==> config.mk <==
export PLATFORM = sky130hd
export DESIGN_NAME = gradient_stop_color_eval_top
export DESIGN_NICKNAME = d
export VERILOG_FILES = /design/src/hw/rtl/gsce_pkg.sv /design/src/hw/rtl/gradient_stop_color_eval_top.sv /design/src/hw/rtl/gsce_div.sv
export SDC_FILE = /design/constraint.sdc
export NUM_CORES = 2
export LEC_CHECK = 0
export BUFFER_PORTS_ARGS = -buffer_cell sky130_fd_sc_hd__buf_2
export CORE_MARGIN = 2
export CORE_UTILIZATION = 31
export CTS_CLUSTER_SIZE = 40
export DETAILED_ROUTE_END_ITERATION = 10
export PLACE_DENSITY_LB_ADDON = 0.08
export SLEW_MARGIN = 20
export SYNTH_ARGS = -nofsm -noshare
export SYNTH_HDL_FRONTEND = slang
export SYNTH_SLANG_ARGS = --single-unit
==> constraint.sdc <==
create_clock -name clk -period 8.4 [get_ports clk]
set_clock_uncertainty 0.2 [all_clocks]
set_input_delay 0.42 -clock clk [delete_from_list [all_inputs] [get_ports clk]]
set_output_delay 0.42 -clock clk [all_outputs]
set_load 0.01 [all_outputs]
==> src/hw/rtl/gsce_pkg.sv <==
// Shared constants for the gradient stop color evaluator.
package gsce_pkg;

  localparam int MAX_STOPS_DEF     = 6;
  localparam int POS_FRAC_BITS_DEF = 12;

  localparam int CHAN_W  = 8;
  localparam int CHANS   = 4;
  localparam int COLOR_W = CHAN_W * CHANS;
  localparam int CNT_W   = 3;

  localparam int REG_STOP_COUNT = 0;
  localparam int REG_STOP_BASE  = 1;

endpackage

==> src/hw/rtl/gradient_stop_color_eval_top.sv <==
// Top level of the gradient stop color evaluator: stop registers, segment select and blend pipeline.
//
// Usage: software writes the stop count and up to MAX_STOPS stops (position and straight
// ARGB color) through the cfg_ port while no word is in flight. Each word on the in_
// channel carries one gradient position; each word on the out_ channel carries the
// interpolated straight color and its premultiplied form, in input order.
// A position is registered in the segment select stage, each divider stage, the blend
// multiply, straight color, premultiply product and output stages before out_valid.
// While out_ready is high, one word is accepted and one delivered every cycle, as set
// by the per-stage handshake; the divider forms the blend factor quotient two bits per stage.
// Reset clears the stop count and all stops, and empties the pipeline.
// When the receiver holds out_ready low, the output register keeps its word and the
// stages behind it keep filling; in_ready drops only once every stage holds a word,
// so nothing is lost or repeated.
module gradient_stop_color_eval_top #(
  parameter int MAX_STOPS     = gsce_pkg::MAX_STOPS_DEF,
  parameter int POS_FRAC_BITS = gsce_pkg::POS_FRAC_BITS_DEF,
  localparam int POS_W        = POS_FRAC_BITS + 1,
  localparam int CFG_W        = gsce_pkg::COLOR_W + POS_W,
  localparam int IDX_W        = $clog2(MAX_STOPS + 1)
) (
  input  logic                        clk,
  input  logic                        rst_n,
  input  logic                        cfg_we,
  input  logic [IDX_W-1:0]            cfg_idx,
  input  logic [CFG_W-1:0]            cfg_data,
  input  logic                        in_valid,
  output logic                        in_ready,
  input  logic [POS_W-1:0]            in_grad_pos,
  output logic                        out_valid,
  input  logic                        out_ready,
  output logic [gsce_pkg::COLOR_W-1:0] out_straight_color,
  output logic [gsce_pkg::COLOR_W-1:0] out_premul_color
);

  localparam int CHAN_W  = gsce_pkg::CHAN_W;
  localparam int CHANS   = gsce_pkg::CHANS;
  localparam int COLOR_W = gsce_pkg::COLOR_W;
  localparam int CNT_W   = gsce_pkg::CNT_W;
  localparam int PROD_W  = CHAN_W + POS_W;
  localparam int PM_W    = 2 * CHAN_W;
  localparam int TAG_W   = 2 * COLOR_W;

  function automatic logic [CHAN_W-1:0] div255(input logic [PM_W-1:0] x);
    logic [PM_W:0] s;
    s = {1'b0, x} + {{(CHAN_W + 1){1'b0}}, x[PM_W-1:CHAN_W]} + {{PM_W{1'b0}}, 1'b1};
    return s[PM_W-1:CHAN_W];
  endfunction

  // Stop registers.
  logic [CNT_W-1:0]   stop_count_r;
  logic [POS_W-1:0]   stop_pos_r [MAX_STOPS];
  logic [COLOR_W-1:0] stop_col_r [MAX_STOPS];

  always_ff @(posedge clk) begin
    if (!rst_n) begin
      stop_count_r <= '0;
      for (int k = 0; k < MAX_STOPS; k++) begin
        stop_pos_r[k] <= '0;
        stop_col_r[k] <= '0;
      end
    end else if (cfg_we) begin
      if (cfg_idx == IDX_W'(gsce_pkg::REG_STOP_COUNT)) begin
        stop_count_r <= cfg_data[CNT_W-1:0];
      end
      for (int k = 0; k < MAX_STOPS; k++) begin
        if (cfg_idx == IDX_W'(gsce_pkg::REG_STOP_BASE + k)) begin
          stop_col_r[k] <= cfg_data[COLOR_W-1:0];
          stop_pos_r[k] <= cfg_data[CFG_W-1:COLOR_W];
        end
      end
    end
  end

  // Segment select stage.
  logic               sel_v_r;
  logic [POS_W-1:0]   sel_d_r, sel_d_nxt;
  logic [POS_W-1:0]   sel_span_r, sel_span_nxt;
  logic [COLOR_W-1:0] sel_c0_r, sel_c0_nxt;
  logic [COLOR_W-1:0] sel_c1_r, sel_c1_nxt;
  logic               sel_rdy;
  logic               div_in_ready;

  always_comb begin
    logic [CNT_W-1:0]   n_eff;
    logic [POS_W-1:0]   pos_last;
    logic [COLOR_W-1:0] col_last;
    logic               found;
    n_eff    = (stop_count_r > CNT_W'(MAX_STOPS)) ? CNT_W'(MAX_STOPS) : stop_count_r;
    pos_last = stop_pos_r[0];
    col_last = stop_col_r[0];
    found    = 1'b0;
    for (int k = 0; k < MAX_STOPS; k++) begin
      if (n_eff == CNT_W'(k + 1)) begin
        pos_last = stop_pos_r[k];
        col_last = stop_col_r[k];
      end
    end
    sel_d_nxt    = '0;
    sel_span_nxt = POS_W'(1);
    sel_c0_nxt   = '0;
    sel_c1_nxt   = '0;
    if (n_eff == '0) begin
      sel_c0_nxt = '0;
      sel_c1_nxt = '0;
    end else if (n_eff == CNT_W'(1) || in_grad_pos <= stop_pos_r[0]) begin
      sel_c0_nxt = stop_col_r[0];
      sel_c1_nxt = stop_col_r[0];
    end else if (in_grad_pos >= pos_last) begin
      sel_c0_nxt = col_last;
      sel_c1_nxt = col_last;
    end else begin
      for (int i = 0; i < MAX_STOPS - 1; i++) begin
        if (!found && CNT_W'(i + 1) < n_eff && in_grad_pos <= stop_pos_r[i+1]) begin
          found        = 1'b1;
          sel_c0_nxt   = stop_col_r[i];
          sel_c1_nxt   = stop_col_r[i+1];
          sel_d_nxt    = in_grad_pos - stop_pos_r[i];
          sel_span_nxt = stop_pos_r[i+1] - stop_pos_r[i];
        end
      end
    end
  end

  assign sel_rdy  = !sel_v_r || div_in_ready;
  assign in_ready = sel_rdy;

  always_ff @(posedge clk) begin
    if (!rst_n) begin
      sel_v_r <= 1'b0;
    end else if (sel_rdy) begin
      sel_v_r <= in_valid;
    end
    if (sel_rdy && in_valid) begin
      sel_d_r    <= sel_d_nxt;
      sel_span_r <= sel_span_nxt;
      sel_c0_r   <= sel_c0_nxt;
      sel_c1_r   <= sel_c1_nxt;
    end
  end

  // Blend factor divider.
  logic             div_v;
  logic [POS_W-1:0] div_quot;
  logic [TAG_W-1:0] div_tag;
  logic             mul_rdy;

  gsce_div #(
    .W     (POS_W),
    .TAG_W (TAG_W)
  ) u_div (
    .clk       (clk),
    .rst_n     (rst_n),
    .in_valid  (sel_v_r),
    .in_ready  (div_in_ready),
    .in_num    (sel_d_r),
    .in_den    (sel_span_r),
    .in_tag    ({sel_c0_r, sel_c1_r}),
    .out_valid (div_v),
    .out_ready (mul_rdy),
    .out_quot  (div_quot),
    .out_tag   (div_tag)
  );

  // Blend multiply stage.
  logic                          mul_v_r;
  logic [CHANS-1:0][PROD_W-1:0]  mul_prod_r, mul_prod_nxt;
  logic [CHANS-1:0]              mul_neg_r, mul_neg_nxt;
  logic [CHANS-1:0][CHAN_W-1:0]  mul_base_r, mul_base_nxt;
  logic                          str_rdy;

  always_comb begin
    logic [COLOR_W-1:0] c0;
    logic [COLOR_W-1:0] c1;
    logic [CHAN_W-1:0]  a;
    logic [CHAN_W-1:0]  b;
    logic [CHAN_W-1:0]  diff;
    c0 = div_tag[TAG_W-1:COLOR_W];
    c1 = div_tag[COLOR_W-1:0];
    for (int ch = 0; ch < CHANS; ch++) begin
      a = c0[ch*CHAN_W +: CHAN_W];
      b = c1[ch*CHAN_W +: CHAN_W];
      mul_neg_nxt[ch]  = (b < a);
      diff             = (b < a) ? (a - b) : (b - a);
      mul_prod_nxt[ch] = PROD_W'(diff) * PROD_W'(div_quot);
      mul_base_nxt[ch] = a;
    end
  end

  assign mul_rdy = !mul_v_r || str_rdy;

  always_ff @(posedge clk) begin
    if (!rst_n) begin
      mul_v_r <= 1'b0;
    end else if (mul_rdy) begin
      mul_v_r <= div_v;
    end
    if (mul_rdy && div_v) begin
      mul_prod_r <= mul_prod_nxt;
      mul_neg_r  <= mul_neg_nxt;
      mul_base_r <= mul_base_nxt;
    end
  end

  // Straight color stage.
  logic               str_v_r;
  logic [COLOR_W-1:0] str_col_r, str_col_nxt;
  logic               pm_rdy;

  always_comb begin
    logic [CHAN_W-1:0] mag;
    for (int ch = 0; ch < CHANS; ch++) begin
      mag = mul_prod_r[ch][POS_FRAC_BITS +: CHAN_W];
      str_col_nxt[ch*CHAN_W +: CHAN_W] = mul_neg_r[ch] ? (mul_base_r[ch] - mag)
                                                       : (mul_base_r[ch] + mag);
    end
  end

  assign str_rdy = !str_v_r || pm_rdy;

  always_ff @(posedge clk) begin
    if (!rst_n) begin
      str_v_r <= 1'b0;
    end else if (str_rdy) begin
      str_v_r <= mul_v_r;
    end
    if (str_rdy && mul_v_r) begin
      str_col_r <= str_col_nxt;
    end
  end

  // Premultiply product stage.
  logic                          pm_v_r;
  logic [COLOR_W-1:0]            pm_col_r;
  logic [CHANS-2:0][PM_W-1:0]    pm_prod_r, pm_prod_nxt;
  logic                          out_rdy;

  always_comb begin
    logic [CHAN_W-1:0] al;
    al = str_col_r[COLOR_W-1 -: CHAN_W];
    for (int ch = 0; ch < CHANS - 1; ch++) begin
      pm_prod_nxt[ch] = PM_W'(str_col_r[ch*CHAN_W +: CHAN_W]) * PM_W'(al);
    end
  end

  assign pm_rdy = !pm_v_r || out_rdy;

  always_ff @(posedge clk) begin
    if (!rst_n) begin
      pm_v_r <= 1'b0;
    end else if (pm_rdy) begin
      pm_v_r <= str_v_r;
    end
    if (pm_rdy && str_v_r) begin
      pm_col_r  <= str_col_r;
      pm_prod_r <= pm_prod_nxt;
    end
  end

  // Output register with divide by 255.
  logic               out_v_r;
  logic [COLOR_W-1:0] out_straight_r;
  logic [COLOR_W-1:0] out_premul_r, out_premul_nxt;

  always_comb begin
    out_premul_nxt[COLOR_W-1 -: CHAN_W] = pm_col_r[COLOR_W-1 -: CHAN_W];
    for (int ch = 0; ch < CHANS - 1; ch++) begin
      out_premul_nxt[ch*CHAN_W +: CHAN_W] = div255(pm_prod_r[ch]);
    end
  end

  assign out_rdy = !out_v_r || out_ready;

  always_ff @(posedge clk) begin
    if (!rst_n) begin
      out_v_r <= 1'b0;
    end else if (out_rdy) begin
      out_v_r <= pm_v_r;
    end
    if (out_rdy && pm_v_r) begin
      out_straight_r <= pm_col_r;
      out_premul_r   <= out_premul_nxt;
    end
  end

  assign out_valid          = out_v_r;
  assign out_straight_color = out_straight_r;
  assign out_premul_color   = out_premul_r;

endmodule

==> src/hw/rtl/gsce_div.sv <==
// Pipelined restoring divider, two quotient bits per stage, with a tag carried alongside.
module gsce_div #(
  parameter int W     = gsce_pkg::POS_FRAC_BITS_DEF + 1,
  parameter int TAG_W = 2 * gsce_pkg::COLOR_W
) (
  input  logic             clk,
  input  logic             rst_n,
  input  logic             in_valid,
  output logic             in_ready,
  input  logic [W-1:0]     in_num,
  input  logic [W-1:0]     in_den,
  input  logic [TAG_W-1:0] in_tag,
  output logic             out_valid,
  input  logic             out_ready,
  output logic [W-1:0]     out_quot,
  output logic [TAG_W-1:0] out_tag
);

  localparam int NSTG = (W + 1) / 2;

  logic             v_r     [NSTG];
  logic [W:0]       rem_r   [NSTG];
  logic [W-1:0]     den_r   [NSTG];
  logic [W-1:0]     quot_r  [NSTG];
  logic [TAG_W-1:0] tag_r   [NSTG];

  logic             v_in    [NSTG];
  logic [W:0]       rem_in  [NSTG];
  logic [W-1:0]     den_in  [NSTG];
  logic [W-1:0]     quot_in [NSTG];
  logic [TAG_W-1:0] tag_in  [NSTG];

  logic [W:0]       rem_nxt [NSTG];
  logic [W-1:0]     quot_nxt[NSTG];

  logic             rdy     [NSTG+1];

  assign rdy[NSTG] = out_ready;
  assign in_ready  = rdy[0];

  genvar s;
  generate
    for (s = 0; s < NSTG; s++) begin : g_stg
      if (s == 0) begin : g_first
        assign v_in[s]    = in_valid;
        assign rem_in[s]  = {1'b0, in_num};
        assign den_in[s]  = in_den;
        assign quot_in[s] = '0;
        assign tag_in[s]  = in_tag;
      end else begin : g_next
        assign v_in[s]    = v_r[s-1];
        assign rem_in[s]  = rem_r[s-1];
        assign den_in[s]  = den_r[s-1];
        assign quot_in[s] = quot_r[s-1];
        assign tag_in[s]  = tag_r[s-1];
      end

      assign rdy[s] = !v_r[s] || rdy[s+1];

      always_comb begin
        logic [W:0]   r;
        logic [W-1:0] q;
        r = rem_in[s];
        q = quot_in[s];
        for (int j = 0; j < 2; j++) begin
          if (s * 2 + j < W) begin
            if (r >= {1'b0, den_in[s]}) begin
              r = r - {1'b0, den_in[s]};
              q = {q[W-2:0], 1'b1};
            end else begin
              q = {q[W-2:0], 1'b0};
            end
            r = {r[W-1:0], 1'b0};
          end
        end
        rem_nxt[s]  = r;
        quot_nxt[s] = q;
      end

      always_ff @(posedge clk) begin
        if (!rst_n) begin
          v_r[s] <= 1'b0;
        end else if (rdy[s]) begin
          v_r[s] <= v_in[s];
        end
        if (rdy[s] && v_in[s]) begin
          rem_r[s]  <= rem_nxt[s];
          den_r[s]  <= den_in[s];
          quot_r[s] <= quot_nxt[s];
          tag_r[s]  <= tag_in[s];
        end
      end
    end
  endgenerate

  assign out_valid = v_r[NSTG-1];
  assign out_quot  = quot_r[NSTG-1];
  assign out_tag   = tag_r[NSTG-1];

endmodule
---- Yosys cells after proc, flatten, opt, wreduce, memory -nomap -nowiden ----
Memories as Yosys holds them, arrays and structs flattened.
Cells that the tools add are included.
word-level totals
  memories kept ........................... 7
  register bits after elaboration ......... 390
  bits of input ports ..................... 66
  logic and storage cells ................. 364
  output and inout port bits .............. 66
  RAM bits ................................ 998
operators by class
  reduce and logical (&&, ||, !) cells .... 54
  multipliers ............................. 7
  $lt $le $gt $ge ......................... 30
  $add $sub $neg .......................... 45
  eq/ne operators ......................... 12
  multiplexer cells ....................... 164
  bitwise logic cells ..................... 19
memories
  memory           words  width  rd ports  clocked after memory_dff  write ports  RTL line                            text
  u_div.tag_r      7      64     7         0                         7            gsce_div.sv:25                      logic [TAG_W-1:0] tag_r [NSTG];
  stop_col_r       6      32     6         0                         6            gradient_stop_color_eval_top.sv:53  logic [COLOR_W-1:0] stop_col_r [MAX_STOPS];
  u_div.den_r      7      13     6         0                         7            gsce_div.sv:23                      logic [W-1:0] den_r [NSTG];
  u_div.quot_r     7      13     7         0                         7            gsce_div.sv:24                      logic [W-1:0] quot_r [NSTG];
  u_div.rem_r      7      13     6         0                         7            gsce_div.sv:22                      logic [W:0] rem_r [NSTG];
  stop_pos_r       6      13     6         0                         6            gradient_stop_color_eval_top.sv:52  logic [POS_W-1:0] stop_pos_r [MAX_STOPS];
  1 more memories  n/a    n/a    n/a       n/a                       n/a          n/a
operators with widths
  kind                                                                         number
  32-bit two-way mux                                                           25
  13-bit two-way mux                                                           34
  13-bit subtractor                                                            23
  14-bit by 13-bit >= comparator with 1-bit output                             12
  1-bit two-way mux                                                            96
  8-bit subtractor                                                             12
  8-bit by 13-bit multiplier with 20-bit output                                4
  13-bit <= comparator                                                         6
  8-bit two-way mux                                                            8
  16-bit by 1-bit adder with 16-bit output, second input constant              3
  16-bit by 8-bit adder with 16-bit output                                     3
  8-bit by 8-bit multiplier with 16-bit output                                 3
  8-bit adder                                                                  4
  8-bit less-than comparator                                                   4
  13-bit >= comparator                                                         2
  1-bit logical AND                                                            21
  1-bit OR                                                                     19
  3-bit equality test, second input constant                                   6
  1-bit logical NOT                                                            16
  1-bit logical OR                                                             13
  3-bit by 2-bit equality test with 1-bit output, second input constant        4
  3-bit by 1-bit equality test with 1-bit output, second input constant        2
  3-bit logical NOT                                                            2
  2-bit by 3-bit less-than comparator with 1-bit output, first input constant  2
  other kinds (6)                                                              7

---- Longest topological paths before layout ----
  depth after elaboration ................. 39
  gate-level depth with buffers ........... 35
  depth with buffers taken out ............ 33

---- Hierarchy ----
A second synthesis with hierarchy kept.
unflattened totals
  cell total of the unflattened synthesis .. 7278
  area, all modules ....................... 83591.4 sq um
by module, submodules not included
  module                        sequential area each (sq um)  instances  area each (sq um)  cells each
  gradient_stop_color_eval_top  18057.3                       1          54400.9            5331
  gsce_div                      19989.2                       1          29190.5            1947

---- Least setup slack after synthesis ----
OpenSTA, ideal clock, no wires.
  path kind ............................... register -> register
  start point ............................. register out_v_r, in the netlist out_valid
  end point ............................... memory u_div.den_r[4][0] (netlist name), enable pin
  clock period less this slack ............ 9.262 ns
  stages on the path, launching flop included .. 6
  path buffers ............................ 0
  library setup time ...................... 0.712 ns
  required time ........................... 7.488 ns
  data arrival time ....................... 8.350 ns
  slack ................................... -0.862 ns
  path through ............................ dfxtp_1 -> nor2b_1 -> and3_1 -> and3_1 -> and2_1 -> a21boi_0
RTL lines
  item                    RTL line                             text
  start, declared         gradient_stop_color_eval_top.sv:261  logic out_v_r;
  start signal, assigned  gradient_stop_color_eval_top.sv:278  out_v_r <= pm_v_r;
  end, declared           gsce_div.sv:23

==> results by group <==
Floorplanning
  • Core ar.: 265,000 um^2
  • Die ar.: 271,000 um^2
  • Die Ht: 521 um
  • Std-Cell Rows: 189
  • Die W: roughly 520 um
  • I/O pins: 132
  • Starting Density: about 31%

Clock network
  • Clk sinks: ~1,300
  • Root buf cell: clkbuf_16
  • TritonCTS Buffers: 152
  • Clock buffer depth: 3
  • Max H-tree Level: 4
  • Worst-Skew Late Latency: 0.83 ns
  • TritonCTS clock tree: built
  • Clk slew on worst S/H paths: 0.06 ns

Timing
  • Slew margin rel.: between 20% and 30%
  • PnR worst setup slack: roughly 0.46 ns
  • # setup viols final: 0
  • Fmax: 0.126 GHz
  • Pins Over Slew Limit: 0
  • Minimum clock period: 7.94 ns
  • Final Hold Slack: 0.161 ns
  • Hold Fails Final Rpt: 0
  • RSZ-0062 raised after global routing: yes
  • Worst-Margin Slew: 1.16 ns
  • Fin crit share: between 90% and 100%
  • Setup TNS: 0 ns

Detailed routing
  • Vias/cell: 4.91
  • Antenna viol nets, final: 0
  • Met3 routed WL: 8920 um
  • Initial DRC count: roughly 3,400
  • Avg WL per Cell: 21.1 um
  • Met1 WL: between 100,000 and 150,000 um
  • WL met2: 114,000 um
  • Top layer in use: met5
  • DR pass1 iterations: 6
  • Vias: 54,800
  • DRC Markers: 0
  • WL final: about 240,000 um

Setup path
  • Setup crit start kind: register
  • CP Capture Type: register
  • Crit path kind: reg2reg
  • Top delay family on crit path: compound AO/OA/AOI/OAI gates
  • Crit path buffers/inverters: 4
  • CP max-delay cell: fa_1
  • WP data arrival: 8.26 ns
  • Critical Path RT: 8.72 ns
  • CP max FO: 6
  • CP max stage delay: 0.52 ns
  • Most common cell on crit path: fa_1

Logic synthesis
  • Sequential-to-total area share from yosys stat: approximately 46%
  • Post-synthesis instance total: 7,287
  • Yosys reg bits: 1,270
  • Syn Nets: 8,425
  • Ys async rst share: 0%
  • Yosys warns: 0
  • EDFF count, synth: between 1,000 and 1,500
  • Top FF cell, synth: edfxtp_1
  • Synth Area per Inst: 11.4 um^2
  • Cell variety after synth: between 100 and 150
  • Synth Cell Area: 82,800 um^2

Place
  • Number of I/O port buffers: approximately 130
  • Worst slack at placement: 0.116 ns
  • Placer Congestion: 0.836
  • HPWL Detailed: 169,000 um

GRT
  • GRT Total Usage: roughly 17%
  • Pin count of the biggest net entering global routing: slightly below 100
  • Global route overflow: 0
  • Initial antenna violation count: 21
  • Vias in the first global route: 57,200
  • First-pass GRT wire length: 357,000 um

Run
  • Maximum capacitance violations: 0

Cells and area
  • Final #Nets: 8,626
  • Layout cells sized above 1: 8.33%
  • Finished Core Util: 35.3%
  • Fillers: 26,200
  • Syn-to-layout area delta: 13.1%

Power and ir drop
  • Power Total: 16.2 mW
  • Cell leakage power: 37.4 nW
  • Worst vdd ir: 0.000203 V
  • Power density over the cells: around 170 nW/um^2

Status
  • Outcome: completed

Min path
  • Class of the worst hold path: in2reg
kinds of logic (layout without fill, tap and decap cells):
| logic type | Yosys count | count (layout) | synth area share (%) |
|---|---|---|---|
| AOI/OAI and AO/OA | 1477 | 1477 | 11.9 |
| xor gates and xnor gates | 385 | 385 | 4.09 |
| adders and majority gates | 1072 | 1072 | 19.8 |
| buffers and inverters | 1056 | 1382 | 4.94 |
| DFF | 1270 | 1270 | 45.9 |
| muxes | 102 | 102 | 1.35 |
| other | 0 | 10 | 0 |
| and+or+nand+nor | 1925 | 1925 | 12.0 |
per-stage QoR:
| step | cell area [um^2] | instances |
|---|---|---|
| after floorplan | 82800 | 7287 |
| after global placement | 88000 | 10800 |
| after detailed placement | 88000 | 10800 |
| after CTS | 93600 | 11100 |
| after global routing | 93700 | 11200 |
| final | 93700 | 11200 |
worst paths after layout:
path | from | end | slack, ns | cells past startpoint
setup / recovery | u_div.tag_r[6][16] | mul_prod_r[61] | 0.46 | 31
hold reg to reg | sel_c0_r[19] | u_div.tag_r[0][51] | 0.19 | 0
hold / removal | cfg_idx[1] | stop_pos_r[5][7] | 0.16 | 3
setup reg to reg | u_div.tag_r[6][16] | mul_prod_r[61] | 0.46 | 31
per-layer routing:
metal	GRT usage, %	up-vias
li1	-	26200
met2	29.4	1097
met4	5.13	16
met5	0	-
met1	22.7	27200
met3	2.28	378
cell usage after synthesis, types with 132 or more instances:
master / count / share of area, %
nor2_1: 420 / 1.9
ha_1: 679 / 10
a21oi_1: 462 / 2.8
fa_1: 393 / 9.5
and2_1: 626 / 4.7
a221o_1: 132 / 1.6
o21ai_0: 213 / 1.3
inv_1: 783 / 3.5
clkbuf_1: 203 / 0.92
edfxtp_1: 1261 / 46
nand2_1: 385 / 1.7
xnor2_1: 283 / 3.0
worst reg2reg max path: cells and delay by family (launching register included):
kind | cells | cell delay (ns)
buffers and inverters | 4 | 0.24
xor gates and xnor gates | 2 | 0.30
muxes | 1 | 0.30
and+or+nand+nor | 2 | 0.58
AOI/OAI and AO/OA | 15 | 3.01
DFF | 1 | 0.39
adders and majority gates | 7 | 2.65
sequential cells by signal, summed over array words and instances, names as in the netlist, 48 cells and up:
signal        count
u_div.quot_r     55
pm_prod_r        48
u_div.den_r      78
u_div.rem_r      78
u_div.tag_r     448
stop_col_r      192
stop_pos_r       78
placed cells by master (no fill, tap or decap), types with 55 or more instances in the layout:
cell type and n:
edfxtp_1 1261, inv_1 783, ha_1 679, and2_1 624, a21oi_1 462, nor2_1 413
fa_1 393, nand2_1 384, xnor2_1 279, o21ai_0 208, clkbuf_16 152, a221o_1 132
buf_2 131, buf_4 124, a21o_1 105, nor2b_1 100, xor2_1 100, nor3_1 94
o21ai_1 89, o21a_1 73, nand3_1 66, nand2b_1 64, mux2_2 55
cell type report:
type | instances | area, um^2 | share of cell area (%)
multi-input cells | 4961 | 41000 | 43.7
flip-flops and latches | 1270 | 38000 | 40.6
well taps | 3533 | 4420 | 4.72
clock buffers | 180 | 3910 | 4.17
inverters | 795 | 2980 | 3.19
repair buffers | 308 | 2170 | 2.32
clock inverters | 99 | 1170 | 1.25
diodes | 10 | 25.0 | 0.0267
repair_timing:
| item | in CTS | in global routing |
|---|---|---|
| hold buffers | 49 | 0 |
| setup buffers | 0 | 2 |
| endpoints found under the setup margin | 0 | 6 |
| endpoints found under the hold margin | 315 | 0 |
| gates resized for setup | 0 | 6 |
power breakdown:
group	switching [mW]	internal [mW]	leakage, nW
combinational	1.30	0.972	23.2
sequential	0.134	7.18	11.8
clock	2.87	3.77	2.43
total	4.30	11.9	37.4
Power figures use the tool's default switching activity.
